$ cat config.mk
export PLATFORM = sky130hd
export DESIGN_NAME = nue_fifo
export DESIGN_NICKNAME = d
export VERILOG_FILES = /design/src/rtl/nue_pkg.sv /design/src/rtl/nue_fifo.sv
export VERILOG_INCLUDE_DIRS = /design/src /design/src/rtl
export SDC_FILE = /design/constraint.sdc
export NUM_CORES = 1
export LEC_CHECK = 0
export BUFFER_PORTS_ARGS = -buffer_cell sky130_fd_sc_hd__buf_2
export CORE_MARGIN = 3
export CORE_UTILIZATION = 35
export DETAILED_ROUTE_END_ITERATION = 10
export SYNTH_ARGS = -nofsm -noshare
export SYNTH_HDL_FRONTEND = slang
export SYNTH_SLANG_ARGS = --single-unit
$ cat constraint.sdc
create_clock -name i_clk -period 3.8 [get_ports i_clk]
set_clock_uncertainty 0.1 [all_clocks]
set_input_delay 0.38 -clock i_clk [delete_from_list [all_inputs] [get_ports i_clk]]
set_output_delay 0.38 -clock i_clk [all_outputs]
set_load 0.005 [all_outputs]
$ cat src/rtl/nal_unit_extractor_core_assert.svh
// ----------------------------------------------------------------------------
// NAL unit extractor assertion macros
// Concurrent assertion wrappers that compile away under synthesis.
// ----------------------------------------------------------------------------
`ifndef NAL_UNIT_EXTRACTOR_CORE_ASSERT_SVH
`define NAL_UNIT_EXTRACTOR_CORE_ASSERT_SVH

`ifndef SYNTHESIS
`define NUE_ASSERT(lbl, clk, rst_n, prop, msg) \
    lbl: assert property (@(posedge clk) disable iff (!rst_n) (prop)) else $error(msg);
`define NUE_ASSERT_IMP(lbl, clk, rst_n, ante, cons, msg) \
    lbl: assert property (@(posedge clk) disable iff (!rst_n) (ante) |-> (cons)) \
        else $error(msg);
`else
`define NUE_ASSERT(lbl, clk, rst_n, prop, msg)
`define NUE_ASSERT_IMP(lbl, clk, rst_n, ante, cons, msg)
`endif

`endif

$ cat src/rtl/nue_pkg.sv
// ----------------------------------------------------------------------------
// NAL unit extractor package
// Shared constants and types for the extractor front end, queue and back end.
// ----------------------------------------------------------------------------
`default_nettype none

package nue_pkg;

    localparam int BYTE_W     = 8;
    localparam int FIFO_DEPTH = 4;
    localparam int FIFO_AW    = $clog2(FIFO_DEPTH);

    localparam logic [BYTE_W-1:0] ZERO_BYTE  = 8'h00;
    localparam logic [BYTE_W-1:0] START_BYTE = 8'h01;
    localparam logic [BYTE_W-1:0] ESC_BYTE   = 8'h03;

    // Work for one input byte: held zeros, then an optional data byte,
    // then an optional end marker.
    typedef struct packed {
        logic [1:0]        zero_cnt;
        logic              first;
        logic              byte_en;
        logic [BYTE_W-1:0] data;
        logic              end_en;
    } t_desc;

    typedef struct packed {
        logic full;
        logic empty;
    } t_q_stat;

endpackage

`default_nettype wire

$ cat src/rtl/nue_fifo.sv
// ----------------------------------------------------------------------------
// NAL unit extractor work queue
// Short register queue between the front end and the back end.
// ----------------------------------------------------------------------------
`default_nettype none
`include "nal_unit_extractor_core_assert.svh"

module nue_fifo import nue_pkg::*; (
    input  logic     i_clk,
    input  logic     i_rst_n,
    input  logic     i_push,
    input  t_desc    i_desc,
    input  logic     i_pop,
    output t_desc    o_head,
    output t_q_stat  o_stat
);

    t_desc                r_mem [FIFO_DEPTH];
    logic [FIFO_AW-1:0]   r_wp;
    logic [FIFO_AW-1:0]   r_rp;
    logic [FIFO_AW:0]     r_cnt;

    assign o_stat.full  = (r_cnt == (FIFO_AW+1)'(FIFO_DEPTH));
    assign o_stat.empty = (r_cnt == '0);
    assign o_head       = r_mem[r_rp];

    always_ff @(posedge i_clk) begin
        if (i_push) begin
            r_mem[r_wp] <= i_desc;
        end
    end

    always_ff @(posedge i_clk) begin
        if (!i_rst_n) begin
            r_wp  <= '0;
            r_rp  <= '0;
            r_cnt <= '0;
        end else begin
            if (i_push) begin
                r_wp <= r_wp + FIFO_AW'(1);
            end
            if (i_pop) begin
                r_rp <= r_rp + FIFO_AW'(1);
            end
            if (i_push && !i_pop) begin
                r_cnt <= r_cnt + (FIFO_AW+1)'(1);
            end else if (i_pop && !i_push) begin
                r_cnt <= r_cnt - (FIFO_AW+1)'(1);
            end
        end
    end

    `NUE_ASSERT(a_no_overflow, i_clk, i_rst_n, !(i_push && o_stat.full), "push into full queue")
    `NUE_ASSERT(a_no_underflow, i_clk, i_rst_n, !(i_pop && o_stat.empty),
        "pop from empty queue")

endmodule

`default_nettype wire

==> impl_metrics.py <==
metrics = {
    "clock_tree": {
        "cts-buffers-inserted": 9,
        "numClockSinks": 61,
        "cts-resized-gates": 0,
        "tritoncts_clock_tree": "done",
        "worst_setup_hold_path_clk_slew_ps": 60,
        "cts_setup_buffers": 0,
        "cts_max_level": 3,
        "clock_tree.buffer_depth": 2,
        "cts.hold.buffers_added": 0,
        "insertion_delay_ps": 330,
        "clock_tree.root_cell": "sky130_fd_sc_hd__clkbuf_8",
    },
    "power": {
        "comb_power_share_pct": 8.7,
        "power_frac_clock_pct": 38.8,
        "cellInternalPower_mw": 1.20,
        "static-leakage-power_nw": 0.990,
        "sw_frac_of_total_pct": 20.5,
        "power_mw": 1.51,
        "power.sequential.fraction_pct": 52.5,
        "max-vdd-ir-drop_uv": 286,
        "pwr_density_cell_nw_per_um2": 547,
        "net-switching-power_mw": 0.311,
    },
    "final_layout": {
        "post_route_cells_drive_above_1_share_pct": 34.8,
        "antenna-diode-count": 0,
        "nNetsFinal": 173,
        "areaGrowthSynthToFinish_pct": 18.9,
    },
    "synthesis": {
        "synth_area_per_cell_um2": 21.2,
        "netlist_area_um2": 2330,
        "syn-instance-count": 110,
        "mappedNetlistNets": 133,
        "synth_sequential_area_ratio_pct": 74.8,
        "yosys_warnings": 0,
        "postSynthRegisterBits": 61,
        "yosys.cell_types.count": 20,
    },
    "worst_setup_path": {
        "end_kind": "output port",
        "path_cells": "mux4_1 > buf_2",
        "worst_path_dominant_cell_family": "flip-flops",
        "worst-path-max-fanout": 13,
        "setup.worst_path.class": "flop to output port",
        "crit_slowest_cell": "sky130_fd_sc_hd__dfxtp_1",
        "critPathRequiredTime_ps": 3320,
        "cp_data_arrival_time_ps": 2010,
        "path_buf_inv": 1,
        "setup.worst_path.start_class": "flop",
        "worst_path_largest_cell_delay_ps": 890,
    },
    "timing": {
        "final_setup_vio_count": 0,
        "final.setup.tns_ps": 0,
        "final_max_slew_viol_count": 0,
        "fmax_mhz": 402,
        "finalHoldViolCount": 0,
        "final_cycle_utilization_of_the_critical_path_pct": 65.5,
        "period_needed_ps": 2490,
        "unrepaired_setup_endpoints_after_global_routing": "false",
        "slew_headroom_pct": 41.8,
        "worst-slew-pin-transition_ps": 871,
    },
    "grt": {
        "globalRoute.totalOverflow": 0,
        "maximum_number_of_pins_on_one_net_before_global_route_repair": 14,
        "first_global_vias": 1213,
        "initial_antenna_violation_count": 0,
        "grt_pass1_wl_um": 5960,
        "grt.total_usage_pct": 11.1,
    },
    "drt": {
        "antenna_violating_nets_post_route": 0,
        "routed-wl-met2_um": 2030,
        "detail_route.drc_violations": 0,
        "detailedRoute.firstIterationViolations": 49,
        "route.top_layer_used": "met4",
        "detail_route.wl_per_cell_um": 16.5,
        "postRouteWirelength_um": 3840,
        "dr_total_vias": 1114,
        "routedLengthMet1_um": 1490,
        "met3_wirelength_um": 268,
        "drt_first_pass_iters": 4,
        "detail_route.vias_per_cell": 4.80,
    },
    "floorplanning": {
        "top_level_ports": 32,
        "core_box_area_um2": 6390,
        "num_rows": 29,
        "die-height_um": 87.5,
        "die_x_um": 87.5,
        "initial_utilization_pct": 36.4,
        "fp.dieArea_um2": 7660,
    },
    "place": {
        "hpwlAfterDp_um": 2590,
        "globalplace.congestion": 0.681,
        "port_buffers": 31,
    },
    "run": {
        "cap_viol_max_count": 0,
    },
    "worst_hold_path": {
        "worstHoldPathType": "input pin to flop",
    },
    "outcome": {
        "run_status": "completed",
    },
}
==> Yosys cell counts <==
master	number	area share, %
sky130_fd_sc_hd__fa_1	1	0.86
sky130_fd_sc_hd__inv_1	4	0.64
sky130_fd_sc_hd__o21ai_0	1	0.21
sky130_fd_sc_hd__and2_1	9	2.4
sky130_fd_sc_hd__dfxtp_1	9	7.7
sky130_fd_sc_hd__ha_1	5	2.7
sky130_fd_sc_hd__xor2_1	3	1.1
sky130_fd_sc_hd__buf_2	1	0.21
sky130_fd_sc_hd__edfxtp_1	52	67
sky130_fd_sc_hd__mux4_1	3	3.4
sky130_fd_sc_hd__mux2i_1	2	0.86
sky130_fd_sc_hd__xnor2_1	2	0.75
sky130_fd_sc_hd__buf_6	1	0.48
sky130_fd_sc_hd__mux4_2	10	9.7
sky130_fd_sc_hd__nor2b_1	2	0.54
sky130_fd_sc_hd__a21boi_0	1	0.32
sky130_fd_sc_hd__nor3_1	1	0.21
sky130_fd_sc_hd__or3_1	1	0.27
sky130_fd_sc_hd__nor3b_1	1	0.32
sky130_fd_sc_hd__nand2_1	1	0.16
==> power groups by stage <==
stage / clock (mW) / combinational, mW / sequential [mW]
finish: 0.587 / 0.131 / 0.795
global route: 0.634 / 0.148 / 0.800
CTS: 0.602 / 0.136 / 0.797
detailed placement: 0 / 0.136 / 0.811
global placement: 0 / 0.131 / 0.806
floorplan: 0 / 0.0904 / 0.794
==> placed cells by master, fill, tap and decap left out, types with 2 or more instances in the layout <==
| cell type | n |
|---|---|
| sky130_fd_sc_hd__nor2b_1 | 2 |
| sky130_fd_sc_hd__inv_1 | 4 |
| sky130_fd_sc_hd__mux2i_1 | 2 |
| sky130_fd_sc_hd__mux4_2 | 10 |
| sky130_fd_sc_hd__clkbuf_8 | 9 |
| sky130_fd_sc_hd__clkinv_1 | 2 |
| sky130_fd_sc_hd__buf_2 | 31 |
| sky130_fd_sc_hd__xnor2_1 | 2 |
| sky130_fd_sc_hd__clkinv_2 | 2 |
| sky130_fd_sc_hd__edfxtp_1 | 52 |
| sky130_fd_sc_hd__ha_1 | 5 |
| sky130_fd_sc_hd__dfxtp_1 | 9 |
| sky130_fd_sc_hd__bufinv_16 | 2 |
| sky130_fd_sc_hd__and2_1 | 9 |
| sky130_fd_sc_hd__mux4_1 | 3 |
| sky130_fd_sc_hd__xor2_1 | 3 |
==> routing by layer <==
layer / vias up / global-route usage, %
met5: - / 0
met4: 0 / 4.60
met3: 4 / 5.93
met2: 31 / 18.6
met1: 566 / 11.7
li1: 513 / -
==> state kept, by name (all words and copies together), names as in the netlist, named ones only <==
| signal | count |
|---|---|
| r_wp | 2 |
| r_cnt | 3 |
| r_rp | 2 |
| r_mem | 52 |
==> worst reg2reg max path: stages (launching register included) <==
cell                      delay (ps)
sky130_fd_sc_hd__dfxtp_1         340
sky130_fd_sc_hd__inv_1            90
sky130_fd_sc_hd__ha_1            140
sky130_fd_sc_hd__and2_1          590
==> stage by stage <==
step	instances	hold slack, ps	instance area [um^2]	utilization [%]	setup WS, ps
after floorplan	110	372	2330	-	2040
after detailed placement	216	428	2560	40.1	1580
after CTS	232	150	2770	43.3	1220
after global routing	232	148	2770	43.3	1160
final	232	164	2770	43.3	1310
after global placement	216	383	2560	40.1	1630
==> worst paths after layout <==
check                 start      endpoint  slack, ps  cells after the start
setup / recovery       flop     o_head[8]       1310                      2
hold / removal    i_desc[4]   r_mem[2][4]        160                      1
setup reg to reg    r_wp[0]  r_mem[0][11]       2160                      3
hold reg to reg    r_cnt[2]      r_cnt[2]        440                      2
==> logic make-up after synthesis <==
group / share of synthesized area, %
compound gates: 0.538
xor+xnor: 1.88
fa+ha+maj: 3.55
buf+inv: 1.34
flops: 74.8
mux: 13.9
simple gates: 3.92
==> final cells by class <==
type                    instances  area [um^2]
clock buffers                  10          128
clock inverters                 6         77.6
fillers                       579         3620
inverters                       4         15.0
multi-input cells              43          554
flip-flops and latches         61         1740
well taps                      77         96.3
repair buffers                 31          155
No activity file was read; power rests on OpenSTA's default activity.
